==> src/rtl/ocs_pkg.sv <==
// ----------------------------------------------------------------------------
// ocs_pkg
// Types and constants shared by the cuff sequencer modules.
// ----------------------------------------------------------------------------
package ocs_pkg;

    localparam int SAMPLE_W = 12;
    localparam int PHASE_W  = 3;
    localparam int COUNT_W  = 4;

    localparam logic [PHASE_W-1:0] PH_IDLE    = 3'd0;
    localparam logic [PHASE_W-1:0] PH_FAST    = 3'd1;
    localparam logic [PHASE_W-1:0] PH_WATCH   = 3'd2;
    localparam logic [PHASE_W-1:0] PH_DEFLATE = 3'd3;
    localparam logic [PHASE_W-1:0] PH_DONE    = 3'd4;

    localparam logic FUNC_START = 1'b0;

    localparam logic [2:0] REG_TARGET   = 3'd0;
    localparam logic [2:0] REG_LIMIT    = 3'd1;
    localparam logic [2:0] REG_STOP     = 3'd2;
    localparam logic [2:0] REG_FLOOR    = 3'd3;
    localparam logic [2:0] REG_AMP_THR  = 3'd4;
    localparam logic [2:0] REG_QUIET    = 3'd5;
    localparam logic [2:0] REG_INTERVAL = 3'd6;

    localparam logic [SAMPLE_W-1:0] RST_TARGET   = 12'd2035;
    localparam logic [SAMPLE_W-1:0] RST_LIMIT    = 12'd3822;
    localparam logic [SAMPLE_W-1:0] RST_STOP     = 12'd844;
    localparam logic [SAMPLE_W-1:0] RST_FLOOR    = 12'd398;
    localparam logic [SAMPLE_W-1:0] RST_AMP_THR  = 12'd298;
    localparam logic [COUNT_W-1:0]  RST_QUIET    = 4'd2;
    localparam logic [COUNT_W-1:0]  RST_INTERVAL = 4'd10;

    localparam logic [COUNT_W-1:0]  COUNT_MAX    = 4'd15;

    typedef struct packed {
        logic                func;
        logic [SAMPLE_W-1:0] pressure_code;
        logic [SAMPLE_W-1:0] band_code;
    } t_in_beat;

    typedef struct packed {
        logic                pump_on;
        logic                valve_closed;
        logic [PHASE_W-1:0]  phase;
        logic                oscillating;
        logic [SAMPLE_W-1:0] amplitude;
        logic                pulse_seen;
    } t_out_beat;

    typedef struct packed {
        logic store;
        logic rotate;
        logic first;
    } t_win_ctrl;

endpackage

==> src/rtl/oscillometric_cuff_sequencer.sv <==
// ----------------------------------------------------------------------------
// oscillometric_cuff_sequencer
// Pump and valve sequencer with a peak-to-peak oscillation check on a window.
//
//   channel | direction | handshake                 | payload
//   in      | input     | i_in_valid / o_in_stall   | i_in_data  (t_in_beat)
//   out     | output    | o_out_valid / i_out_stall | o_out_data (t_out_beat)
//   cfg     | input     | APB write, pready high    | pwdata[11:0] or [3:0]
//
// An item without a window check reaches the output through the execution and finish states and the
// output register. An item with a check goes from execution through the scan state,
// which rotates the cell chain past the peak and trough tracker, and the check state.
// Reset is synchronous and active low; the window contents are not cleared.
// The input stalls while an item is in work; a stalled result beat holds.
// ----------------------------------------------------------------------------
module oscillometric_cuff_sequencer #(
    parameter int WINDOW_DEPTH = 50
) (
    input  logic               i_clk,
    input  logic               i_rst_n,
    input  logic               i_in_valid,
    output logic               o_in_stall,
    input  ocs_pkg::t_in_beat  i_in_data,
    output logic               o_out_valid,
    input  logic               i_out_stall,
    output ocs_pkg::t_out_beat o_out_data,
    input  logic               psel,
    input  logic               penable,
    input  logic               pwrite,
    input  logic [4:0]         paddr,
    input  logic [31:0]        pwdata,
    output logic [31:0]        prdata,
    output logic               pready
);
    import ocs_pkg::*;

    localparam int IDX_W = $clog2(WINDOW_DEPTH);
    localparam logic [IDX_W-1:0] IDX_LAST = IDX_W'(WINDOW_DEPTH - 1);

    localparam logic [2:0] S_IDLE  = 3'd0;
    localparam logic [2:0] S_EXEC  = 3'd1;
    localparam logic [2:0] S_SCAN  = 3'd2;
    localparam logic [2:0] S_CHECK = 3'd3;
    localparam logic [2:0] S_FIN   = 3'd4;

    logic [SAMPLE_W-1:0] r_target, r_limit, r_stop, r_floor, r_amp_thr;
    logic [COUNT_W-1:0]  r_quiet_need, r_interval;

    logic [2:0]          r_state, n_state;
    logic [PHASE_W-1:0]  r_phase, n_phase;
    logic [IDX_W-1:0]    r_idx, n_idx;
    logic                r_full, n_full;
    logic [COUNT_W-1:0]  r_quiet, n_quiet;
    logic [COUNT_W-1:0]  r_ic, n_ic;
    logic                r_pulse, n_pulse;
    logic                r_verdict, n_verdict;
    logic [SAMPLE_W-1:0] r_amp, n_amp;
    logic [IDX_W-1:0]    r_scan, n_scan;
    t_in_beat            r_item;
    logic                r_out_valid;
    t_out_beat           r_out;

    t_win_ctrl           w_ctrl;
    logic [SAMPLE_W-1:0] w_hi, w_lo, w_diff;
    logic                w_in_acc, w_cfg_wr, w_load, w_full_after, w_osc, w_pulse_new;
    logic [COUNT_W-1:0]  w_ic_inc, w_quiet_new;
    logic                w_clear;

    ocs_window #(.DEPTH(WINDOW_DEPTH)) u_window (
        .i_clk   (i_clk),
        .i_ctrl  (w_ctrl),
        .i_sample(r_item.band_code),
        .o_hi    (w_hi),
        .o_lo    (w_lo)
    );

    assign w_in_acc     = i_in_valid & ~o_in_stall;
    assign o_in_stall   = (r_state != S_IDLE);
    assign w_cfg_wr     = psel & penable & pwrite;
    assign pready       = 1'b1;
    assign w_full_after = r_full | (r_idx == IDX_LAST);
    assign w_ic_inc     = (r_ic == COUNT_MAX) ? COUNT_MAX : r_ic + 4'd1;
    assign w_diff       = w_hi - w_lo;
    assign w_quiet_new  = (w_diff < r_amp_thr) ?
                          ((r_quiet == COUNT_MAX) ? COUNT_MAX : r_quiet + 4'd1) : '0;
    assign w_osc        = !(w_quiet_new >= r_quiet_need);
    assign w_pulse_new  = r_pulse | w_osc;

    always_comb begin
        n_state   = r_state;
        n_phase   = r_phase;
        n_idx     = r_idx;
        n_full    = r_full;
        n_quiet   = r_quiet;
        n_ic      = r_ic;
        n_pulse   = r_pulse;
        n_verdict = r_verdict;
        n_amp     = r_amp;
        n_scan    = r_scan;
        w_ctrl    = '0;
        w_clear   = 1'b0;
        w_load    = 1'b0;
        unique case (r_state)
            S_IDLE: begin
                if (w_in_acc) begin
                    n_state = S_EXEC;
                end
            end
            S_EXEC: begin
                n_state = S_FIN;
                if (r_item.func == FUNC_START) begin
                    w_clear = 1'b1;
                    n_phase = PH_FAST;
                end else begin
                    unique case (r_phase)
                        PH_FAST: begin
                            if (r_item.pressure_code > r_target) begin
                                n_phase = PH_WATCH;
                            end
                        end
                        PH_WATCH: begin
                            w_ctrl.store = 1'b1;
                            n_idx  = (r_idx == IDX_LAST) ? '0 : r_idx + 1'b1;
                            n_full = w_full_after;
                            if (w_full_after) begin
                                n_state = S_SCAN;
                            end else begin
                                n_verdict = 1'b1;
                                if (r_item.pressure_code > r_limit) begin
                                    w_clear = 1'b1;
                                    n_phase = PH_DEFLATE;
                                end
                            end
                        end
                        PH_DEFLATE: begin
                            w_ctrl.store = 1'b1;
                            n_idx  = (r_idx == IDX_LAST) ? '0 : r_idx + 1'b1;
                            n_full = w_full_after;
                            if (w_ic_inc >= r_interval) begin
                                n_ic = '0;
                                if (w_full_after) begin
                                    n_state = S_SCAN;
                                end else begin
                                    n_verdict = 1'b1;
                                    n_pulse   = 1'b1;
                                    if (r_item.pressure_code < r_floor) begin
                                        n_phase = PH_DONE;
                                    end
                                end
                            end else begin
                                n_ic = w_ic_inc;
                            end
                        end
                        default: begin
                        end
                    endcase
                end
            end
            S_SCAN: begin
                w_ctrl.rotate = 1'b1;
                w_ctrl.first  = (r_scan == '0);
                if (r_scan == IDX_LAST) begin
                    n_scan  = '0;
                    n_state = S_CHECK;
                end else begin
                    n_scan = r_scan + 1'b1;
                end
            end
            S_CHECK: begin
                n_state   = S_FIN;
                n_amp     = w_diff;
                n_quiet   = w_quiet_new;
                n_verdict = w_osc;
                if (r_phase == PH_WATCH) begin
                    if (!w_osc || r_item.pressure_code > r_limit) begin
                        w_clear = 1'b1;
                        n_phase = PH_DEFLATE;
                    end
                end else begin
                    n_pulse = w_pulse_new;
                    if ((r_item.pressure_code < r_stop && w_pulse_new && !w_osc) ||
                        r_item.pressure_code < r_floor) begin
                        n_phase = PH_DONE;
                    end
                end
            end
            S_FIN: begin
                if (!r_out_valid || !i_out_stall) begin
                    w_load  = 1'b1;
                    n_state = S_IDLE;
                end
            end
            default: begin
                n_state = S_IDLE;
            end
        endcase
        if (w_clear) begin
            n_idx     = '0;
            n_full    = 1'b0;
            n_quiet   = '0;
            n_ic      = '0;
            n_pulse   = 1'b0;
            n_verdict = 1'b1;
            n_amp     = '0;
        end
    end

    always_ff @(posedge i_clk) begin
        if (!i_rst_n) begin
            r_state     <= S_IDLE;
            r_phase     <= PH_IDLE;
            r_idx       <= '0;
            r_full      <= 1'b0;
            r_quiet     <= '0;
            r_ic        <= '0;
            r_pulse     <= 1'b0;
            r_verdict   <= 1'b1;
            r_amp       <= '0;
            r_scan      <= '0;
            r_out_valid <= 1'b0;
        end else begin
            r_state     <= n_state;
            r_phase     <= n_phase;
            r_idx       <= n_idx;
            r_full      <= n_full;
            r_quiet     <= n_quiet;
            r_ic        <= n_ic;
            r_pulse     <= n_pulse;
            r_verdict   <= n_verdict;
            r_amp       <= n_amp;
            r_scan      <= n_scan;
            r_out_valid <= w_load | (r_out_valid & i_out_stall);
        end
    end

    always_ff @(posedge i_clk) begin
        if (w_in_acc) begin
            r_item <= i_in_data;
        end
        if (w_load) begin
            r_out.pump_on      <= (r_phase == PH_FAST) || (r_phase == PH_WATCH);
            r_out.valve_closed <= (r_phase == PH_FAST) || (r_phase == PH_WATCH);
            r_out.phase        <= r_phase;
            r_out.oscillating  <= r_verdict;
            r_out.amplitude    <= r_amp;
            r_out.pulse_seen   <= r_pulse;
        end
    end

    always_ff @(posedge i_clk) begin
        if (!i_rst_n) begin
            r_target     <= RST_TARGET;
            r_limit      <= RST_LIMIT;
            r_stop       <= RST_STOP;
            r_floor      <= RST_FLOOR;
            r_amp_thr    <= RST_AMP_THR;
            r_quiet_need <= RST_QUIET;
            r_interval   <= RST_INTERVAL;
        end else if (w_cfg_wr) begin
            unique case (paddr[4:2])
                REG_TARGET:   r_target     <= pwdata[SAMPLE_W-1:0];
                REG_LIMIT:    r_limit      <= pwdata[SAMPLE_W-1:0];
                REG_STOP:     r_stop       <= pwdata[SAMPLE_W-1:0];
                REG_FLOOR:    r_floor      <= pwdata[SAMPLE_W-1:0];
                REG_AMP_THR:  r_amp_thr    <= pwdata[SAMPLE_W-1:0];
                REG_QUIET:    r_quiet_need <= pwdata[COUNT_W-1:0];
                REG_INTERVAL: r_interval   <= pwdata[COUNT_W-1:0];
                default: begin
                end
            endcase
        end
    end

    always_comb begin
        unique case (paddr[4:2])
            REG_TARGET:   prdata = 32'(r_target);
            REG_LIMIT:    prdata = 32'(r_limit);
            REG_STOP:     prdata = 32'(r_stop);
            REG_FLOOR:    prdata = 32'(r_floor);
            REG_AMP_THR:  prdata = 32'(r_amp_thr);
            REG_QUIET:    prdata = 32'(r_quiet_need);
            REG_INTERVAL: prdata = 32'(r_interval);
            default:      prdata = '0;
        endcase
    end

    assign o_out_valid = r_out_valid;
    assign o_out_data  = r_out;

    a_scan_needs_full: assert property (@(posedge i_clk) disable iff (!i_rst_n)
        (r_state == S_SCAN) |-> r_full)
        else $error("window scan started on a window that is not full");

    a_accept_starts_exec: assert property (@(posedge i_clk) disable iff (!i_rst_n)
        w_in_acc |=> (r_state == S_EXEC))
        else $error("accepted item did not enter execution");

    a_fin_loads_out: assert property (@(posedge i_clk) disable iff (!i_rst_n)
        (r_state == S_FIN && (!r_out_valid || !i_out_stall)) |=> r_out_valid)
        else $error("finished item did not produce a result beat");

    a_drive_matches_phase: assert property (@(posedge i_clk) disable iff (!i_rst_n)
        o_out_valid |-> (o_out_data.pump_on ==
            (o_out_data.phase == PH_FAST || o_out_data.phase == PH_WATCH)))
        else $error("pump drive disagrees with reported phase");

endmodule

==> src/rtl/ocs_cell.sv <==
// ----------------------------------------------------------------------------
// ocs_cell
// One window cell: holds a sample and takes its neighbor's on each shift.
// ----------------------------------------------------------------------------
module ocs_cell (
    input  logic                         i_clk,
    input  logic                         i_en,
    input  logic [ocs_pkg::SAMPLE_W-1:0] i_d,
    output logic [ocs_pkg::SAMPLE_W-1:0] o_q
);
    import ocs_pkg::*;

    logic [SAMPLE_W-1:0] r_q;

    always_ff @(posedge i_clk) begin
        if (i_en) begin
            r_q <= i_d;
        end
    end

    assign o_q = r_q;

endmodule

==> src/rtl/ocs_window.sv <==
// ----------------------------------------------------------------------------
// ocs_window
// Chain of sample cells with a peak and trough tracker on the tail cell.
// ----------------------------------------------------------------------------
module ocs_window #(
    parameter int DEPTH = 50
) (
    input  logic                         i_clk,
    input  ocs_pkg::t_win_ctrl           i_ctrl,
    input  logic [ocs_pkg::SAMPLE_W-1:0] i_sample,
    output logic [ocs_pkg::SAMPLE_W-1:0] o_hi,
    output logic [ocs_pkg::SAMPLE_W-1:0] o_lo
);
    import ocs_pkg::*;

    logic [SAMPLE_W-1:0] w_q [DEPTH];
    logic [SAMPLE_W-1:0] w_head;
    logic [SAMPLE_W-1:0] w_tail;
    logic                w_en;
    logic [SAMPLE_W-1:0] r_hi;
    logic [SAMPLE_W-1:0] r_lo;

    assign w_tail = w_q[DEPTH-1];
    assign w_head = i_ctrl.store ? i_sample : w_tail;
    assign w_en   = i_ctrl.store | i_ctrl.rotate;

    for (genvar g = 0; g < DEPTH; g++) begin : g_cell
        if (g == 0) begin : g_head
            ocs_cell u_cell (.i_clk(i_clk), .i_en(w_en), .i_d(w_head), .o_q(w_q[g]));
        end else begin : g_body
            ocs_cell u_cell (.i_clk(i_clk), .i_en(w_en), .i_d(w_q[g-1]), .o_q(w_q[g]));
        end
    end

    always_ff @(posedge i_clk) begin
        if (i_ctrl.rotate) begin
            if (i_ctrl.first || w_tail > r_hi) begin
                r_hi <= w_tail;
            end
            if (i_ctrl.first || w_tail < r_lo) begin
                r_lo <= w_tail;
            end
        end
    end

    assign o_hi = r_hi;
    assign o_lo = r_lo;

endmodule
==> config.mk <==
export PLATFORM = sky130hd
export DESIGN_NAME = oscillometric_cuff_sequencer
export DESIGN_NICKNAME = d
export VERILOG_FILES = /design/src/rtl/ocs_pkg.sv /design/src/rtl/oscillometric_cuff_sequencer.sv /design/src/rtl/ocs_cell.sv /design/src/rtl/ocs_window.sv
export SDC_FILE = /design/constraint.sdc
export NUM_CORES = 1
export LEC_CHECK = 0
export ABC_AREA = 1
export BUFFER_PORTS_ARGS = -buffer_cell sky130_fd_sc_hd__buf_2
export CORE_UTILIZATION = 37
export DETAILED_ROUTE_END_ITERATION = 6
export PLACE_DENSITY_LB_ADDON = 0.25
export SYNTH_ARGS = -nofsm -noshare
export SYNTH_HDL_FRONTEND = slang
export SYNTH_SLANG_ARGS = --single-unit
==> constraint.sdc <==
create_clock -name i_clk -period 26.7 [get_ports i_clk]
set_input_delay 1.335 -clock i_clk [delete_from_list [all_inputs] [get_ports i_clk]]
set_output_delay 1.335 -clock i_clk [all_outputs]
set_load 0.1 [all_outputs]
[Word-level counts from Yosys, hierarchy flattened]
Index checks and enable logic that the tools add are counted.
Cells by class
  magnitude comparators: 9
  bitwise operators: 10
  reduce and logical (&&, ||, !) cells: 33
  multiplexer cells: 52
  equal/unequal tests: 36
  add/subtract/negate cells: 5
Operators with widths (number)
  one-hot mux 12 bit (7 select lines): 1
  < comparator 12 bit: 4
  2-to-1 mux 3 bit: 16
  greater-than comparator 12 bit: 3
  != test 4 bit (second input constant): 6
  2-to-1 mux 1 bit: 19
  equality test 3 x 2 -> 1 bit (second input constant): 6
  AND reduction 2 bit: 9
  2-to-1 mux 4 bit: 4
  one-hot mux 3 bit (5 select lines): 1
  != test 2 bit (second input constant): 7
  adder 6 x 1 -> 6 bit (second input constant): 2
  equality test 3 bit (second input constant): 4
  equality test 6 bit (second input constant): 2
  2-to-1 mux 12 bit: 1
  2-to-1 mux 6 bit: 2
  one-hot mux 3 bit (2 select lines): 2
  subtractor 12 bit: 1
  AND reduction 10 bit: 1
  equality test 3 x 1 -> 1 bit (second input constant): 3
  != test 3 bit (second input constant): 3
  one-hot mux 3 bit (3 select lines): 1
  AND reduction 3 bit: 3
  adder 4 x 1 -> 4 bit (second input constant): 2
  20 further kinds: 42
Word-level totals
  register bits: 777
  bits of input ports: 69
  logic and storage cells: 223
  output and inout bits: 54

[Longest topological paths before layout]
  word-level depth: 12
  gate-level depth with buffers: 29
  depth with buffers taken out: 29

[By module]
Synthesis repeated with hierarchy kept, for this count alone.
Second synthesis, totals
  cell total of the unflattened synthesis: 1844
  area total of the unflattened synthesis: 28383.5 um^2
By module, submodules not included
  ocs_cell: sequential area each 360.3 um^2, cells each 12, times used 50, area an instance 360.3 um^2
  oscillometric_cuff_sequencer: sequential area each 3493.4 um^2, cells each 1072, times used 1, area an instance 8829.7 um^2
  ocs_window: sequential area each 720.7 um^2, cells each 172, times used 1, area an instance 1536.5 um^2

[Worst setup path after synthesis]
OpenSTA, ideal clock, no wires.
  path type: reg2reg
  from: register r_state[1]
  to: register u_window.g_cell[0].g_head.u_cell.r_q[0], enable pin
  data arrival time: 10.776 ns
  slack: 11.649 ns
  clock period less this slack: 15.051 ns
  setup time: 4.274 ns
  data required time: 22.426 ns
  cell stages (with the launch flop): 9
  path buffers: 1
  cells stage by stage: dfxtp_1 inv_2 nand3_2 inv_2 nand2_4 nor2_8 inv_8 clkbuf_1 nand2_1
On the way
  longest elaborated chain between the ends: 3
  elaborated cells on any way between the ends: 5
  classes of those cells: 2 x eq/ne; 2 x mux; 1 x bitwise
Ends and longest elaborated chain
  start: declaration: RTL line oscillometric_cuff_sequencer.sv:49  | logic [2:0] r_state, n_state;
  start signal: assignment: RTL line oscillometric_cuff_sequencer.sv:222  | r_state <= n_state;
  equality test 3 x 1 -> 1 bit / equality test 3 x 2 -> 1 bit (equally long branches): RTL line oscillometric_cuff_sequencer.sv:103  | unique case (r_state)
  2-to-1 mux 1 bit / 2-to-1 mux 2 bit (equally long branches): RTL line oscillometric_cuff_sequencer.sv:103
  bitwise OR 1 bit *: RTL line ocs_window.sv:25  | assign w_en = i_ctrl.store | i_ctrl.rotate;
  via u_window.g_cell[0].g_head.u_cell.i_en: RTL line ocs_cell.sv:7  | input logic i_en,
  end signal: assignment: RTL line ocs_cell.sv:17  | r_q <= i_d;
  end: declaration: RTL line ocs_cell.sv:13  | logic [SAMPLE_W-1:0] r_q;
The timed path passes the listed nets; every way through them passes the cells marked *.
A chain may end at the register's enable or synchronous reset.

[Final worst setup path]
  from: register r_state[1]
  to: register u_window.g_cell[30].g_body.u_cell.r_q[4], enable pin
On the way
  longest elaborated chain between the ends: 3
  elaborated cells on any way between the ends: 5
  classes of those cells: 2 x eq/ne; 2 x mux; 1 x bitwise
Ends and longest elaborated chain (RTL line)
  equality test 3 x 1 -> 1 bit / equality test 3 x 2 -> 1 bit (equally long branches): oscillometric_cuff_sequencer.sv:103
  2-to-1 mux 1 bit / 2-to-1 mux 2 bit (equally long branches): oscillometric_cuff_sequencer.sv:103
  bitwise OR 1 bit *: ocs_window.sv:25
  via u_window.g_cell[0].g_head.u_cell.i_en: ocs_cell.sv:7
  end signal: assignment: ocs_cell.sv:17
  end: declaration: ocs_cell.sv:13
Marked as above.

==> results.sh <==
export IMPL_area_growth_pct=14.0
export IMPL_synth_seq_cells=777
export IMPL_synth_edf_count=667
export IMPL_pre_cts_ws_ns=20.32
export IMPL_hold_viol_final=0
export IMPL_regArea_um2=22200
export IMPL_via_per_inst=4.67
export IMPL_multi_input_area_um2=4850
export IMPL_clk_pin_slew_worst_paths_ns=0.06
export IMPL_critPathMaxFanout=222
export IMPL_synth_area_leaders="edfxtp_1 (72%), dfxtp_1 (7.9%), ha_1 (4.7%)"
export IMPL_status="finished, final reports clean"
export IMPL_post_cts_setup_buffers=0
export IMPL_nNetsFinal=2121
export IMPL_clockBufferDepth=3
export IMPL_grt_pass1_vias=13800
export IMPL_p_comb_share_pct=3.7
export IMPL_syn_avg_cell_area_um2=15.5
export IMPL_start_kind="flop"
export IMPL_drc=0
export IMPL_clkPwrFrac_pct=42.2
export IMPL_hpwl_mm=30.2
export IMPL_fin_crit_ns=6.26
export IMPL_p_int_mw=1.93
export IMPL_synth_top_cell_by_area="edfxtp_1"
export IMPL_die_area_um2=76800
export IMPL_cts_buffers=81
export IMPL_slowest_stage="buf_4"
export IMPL_synth_area_um2=28000
export IMPL_core_um2=74700
export IMPL_yosys_most_used_dff="edfxtp_1"
export IMPL_synth_seq_area_share_pct=79.4
export IMPL_max_freq_mhz=160
export IMPL_min_delay_start="u_window.g_cell[40].g_body.u_cell.o_q[9]"
export IMPL_worst_r2r_path_depth=11
export IMPL_synth_commonest_cells="edfxtp_1 (667), nand2_1 (229), inv_1 (180)"
export IMPL_die_h_um=277
export IMPL_rsz0062_at_grt="no"
export IMPL_wl_per_cell_um=16.3
export IMPL_initial_core_util_pct=37.5
export IMPL_power_switching_uw=518
export IMPL_synth_distinct_cells=52
export IMPL_leakagePower_nw=11.4
export IMPL_regToRegStartpoint="r_state[1]"
export IMPL_final_cells=2978
export IMPL_synth_most_common_cell="edfxtp_1"
export IMPL_hold_depth=0
export IMPL_post_cts_resized=0
export IMPL_maxCapViolCount=0
export IMPL_finalSetupViolCount=0
export IMPL_switching_share_pct=21.1
export IMPL_h_tree_depth=3
export IMPL_async_reset_ff_share_pct=0
export IMPL_fin_area_um2=31900
export IMPL_path_class="flop to flop"
export IMPL_ir_drop_uv=52.4
export IMPL_grt_max_degree=223
export IMPL_min_period_over_period_pct=23.4
export IMPL_drtIter0Drc=1020
export IMPL_pin_count=123
export IMPL_clkLatencyLatePin_ns=0.60
export IMPL_slowest_delay_ns=0.97
export IMPL_netlist_instances=1804
export IMPL_grt_pass1_wl_mm=77.3
export IMPL_gr_total_overflow=0
export IMPL_dp_cells=2831
export IMPL_cts_tree="done"
export IMPL_grt_usage_pct=12.8
export IMPL_setup_tns_final_ns=0
export IMPL_hp_class="flop to flop"
export IMPL_timing_critical_path_mode_cell="buf_4"
export IMPL_vias=13900
export IMPL_power_density_nw_per_um2=76.8
export IMPL_drt_antenna_violating_nets=0
export IMPL_first_pass_iters=5
export IMPL_critPathRequiredTime_ns=26.91
export IMPL_reg2reg_slack_ns=20.44
export IMPL_die_w_um=277
export IMPL_whs_ns=0.412
export IMPL_num_fill_cells=6638
export IMPL_setup_ws_ns=20.44
export IMPL_rows=100
export IMPL_clk_root_buffer_cell="clkbuf_16"
export IMPL_clock_sinks=777
export IMPL_critPathCaptureType="flop"
export IMPL_slew_viol_final=0
export IMPL_yosys_warnings=0
export IMPL_worstReg2RegEnd="u_window.g_cell[30].g_body.u_cell.o_q[4]"
export IMPL_cts_hold_buf=0
export IMPL_skew_ns=0.0134
export IMPL_arrival_ns=6.47
export IMPL_port_buffers=79
export IMPL_synth_top_cell_area_share_pct=71.5
export IMPL_place_area_um2=29500
export IMPL_antenna_cells=0
export IMPL_gp_congestion=0.850
export IMPL_drt_total_wl_mm=48.6
export IMPL_crit_chain="inv_2 > nand3_2 > inv_2 > nand2_4 > nor2_8 > inv_8 > nand2_4 > buf_12 > buf_4 > buf_4 > buf_4"
export IMPL_antenna_found_initial=1
export IMPL_worstMarginPinSlew_ns=1.14
export IMPL_whs_endpoint="u_window.g_cell[41].g_body.u_cell.o_q[9]"
export IMPL_seqPwrFrac_pct=54.1
export IMPL_maxSlewHeadroom_pct=23.8
export IMPL_drive_above_1_share_pct=11.8
layer usage:
metal,routed length (um),track usage [%]
met2,21200,18.8
met3,1820,2.52
met5,0,0
met4,1310,4.59
met1,24300,18.7
layout make-up:
type / instances / area share [%]
Sequential cell: 777 / 69.6
Multi-Input combinational cell: 808 / 15.2
Clock buffer: 110 / 6.76
Tap cell: 969 / 3.80
Inverter: 188 / 2.23
Timing Repair Buffer: 89 / 1.51
Clock inverter: 37 / 0.858
power by group through the flow:
stage               registers, mW  clock network, mW  logic (mW)
global placement             1.35                  0      0.0890
global route                 1.33               1.12      0.0965
detailed placement           1.35                  0      0.0902
finish                       1.33               1.03      0.0897
floorplan                    1.37                  0      0.0624
CTS                          1.33               1.07      0.0904
how the worst max path moves through the flow:
| stage | end | from |
|---|---|---|
| 2_1_floorplan | u_window.g_cell[0].g_head.u_cell.o_q[0] | r_state[1] |
| 3_3_place_gp | u_window.g_cell[20].g_body.u_cell.o_q[4] | r_state[1] |
| 3_5_place_dp | u_window.g_cell[30].g_body.u_cell.o_q[4] | r_state[1] |
| 6_report | u_window.g_cell[30].g_body.u_cell.o_q[4] | r_state[1] |
| 4_1_cts | u_window.g_cell[31].g_body.u_cell.o_q[4] | r_state[1] |
| 5_1_grt | u_window.g_cell[29].g_body.u_cell.o_q[4] | r_state[1] |
cells in the final DEF (no fill, tap or decap), types with 5 or more instances in the layout:
cell type and n:
clkbuf_16 82, nor2_1 75, conb_1 21, clkinv_2 14, a21oi_1 114, edfxtp_1 667, o22ai_1 14, o21ai_0 78
clkinv_1 15, o211ai_1 22, nand3_1 30, xor2_1 9, inv_1 180, nand2_1 228, buf_4 9, nand4_1 16
dfxtp_1 110, o221ai_1 5, a21oi_2 11, inv_2 6, nor2_2 7, xnor2_1 5, clkbuf_1 28, nor3_1 19
ha_1 106, buf_2 79, a221oi_1 6
worst max-delay path, delay by kind of cell, from the launching register on:
| kind | cells | cell delay, ns |
|---|---|---|
| buf+inv | 7 | 3.87 |
| simple gates | 4 | 1.29 |
| flops | 1 | 0.32 |
sequential cells by signal (all words and copies together) (netlist names), 3 cells and up:
name	flops
r_item	25
r_scan	6
r_quiet_need	4
u_window.o_hi	12
r_floor	12
u_window.g_cell.g_body.u_cell.o_q	588
r_amp	12
r_ic	4
r_interval	4
u_window.o_lo	12
r_idx	6
r_state	3
r_amp_thr	12
r_stop	12
r_target	12
r_limit	12
r_phase	3
r_quiet	4
o_out_data	18
u_window.g_cell.g_head.u_cell.o_q	12
through the flow:
| stage | power [mW] | util [%] |
|---|---|---|
| CTS | 2.49 | 42.7 |
| floorplan | 1.43 | - |
| global placement | 1.44 | 39.5 |
| detailed placement | 1.44 | 39.5 |
| global route | 2.55 | 42.7 |
| finish | 2.45 | 42.7 |
logic make-up after synthesis:
family / share of synthesized area, %
other cells: 0.0268
buf+inv: 3.60
simple gates: 6.28
xor+xnor: 0.438
compound gates: 5.46
flops: 79.4
fa+ha+maj: 4.81
Note: power is estimated with default switching activity, not from simulation.
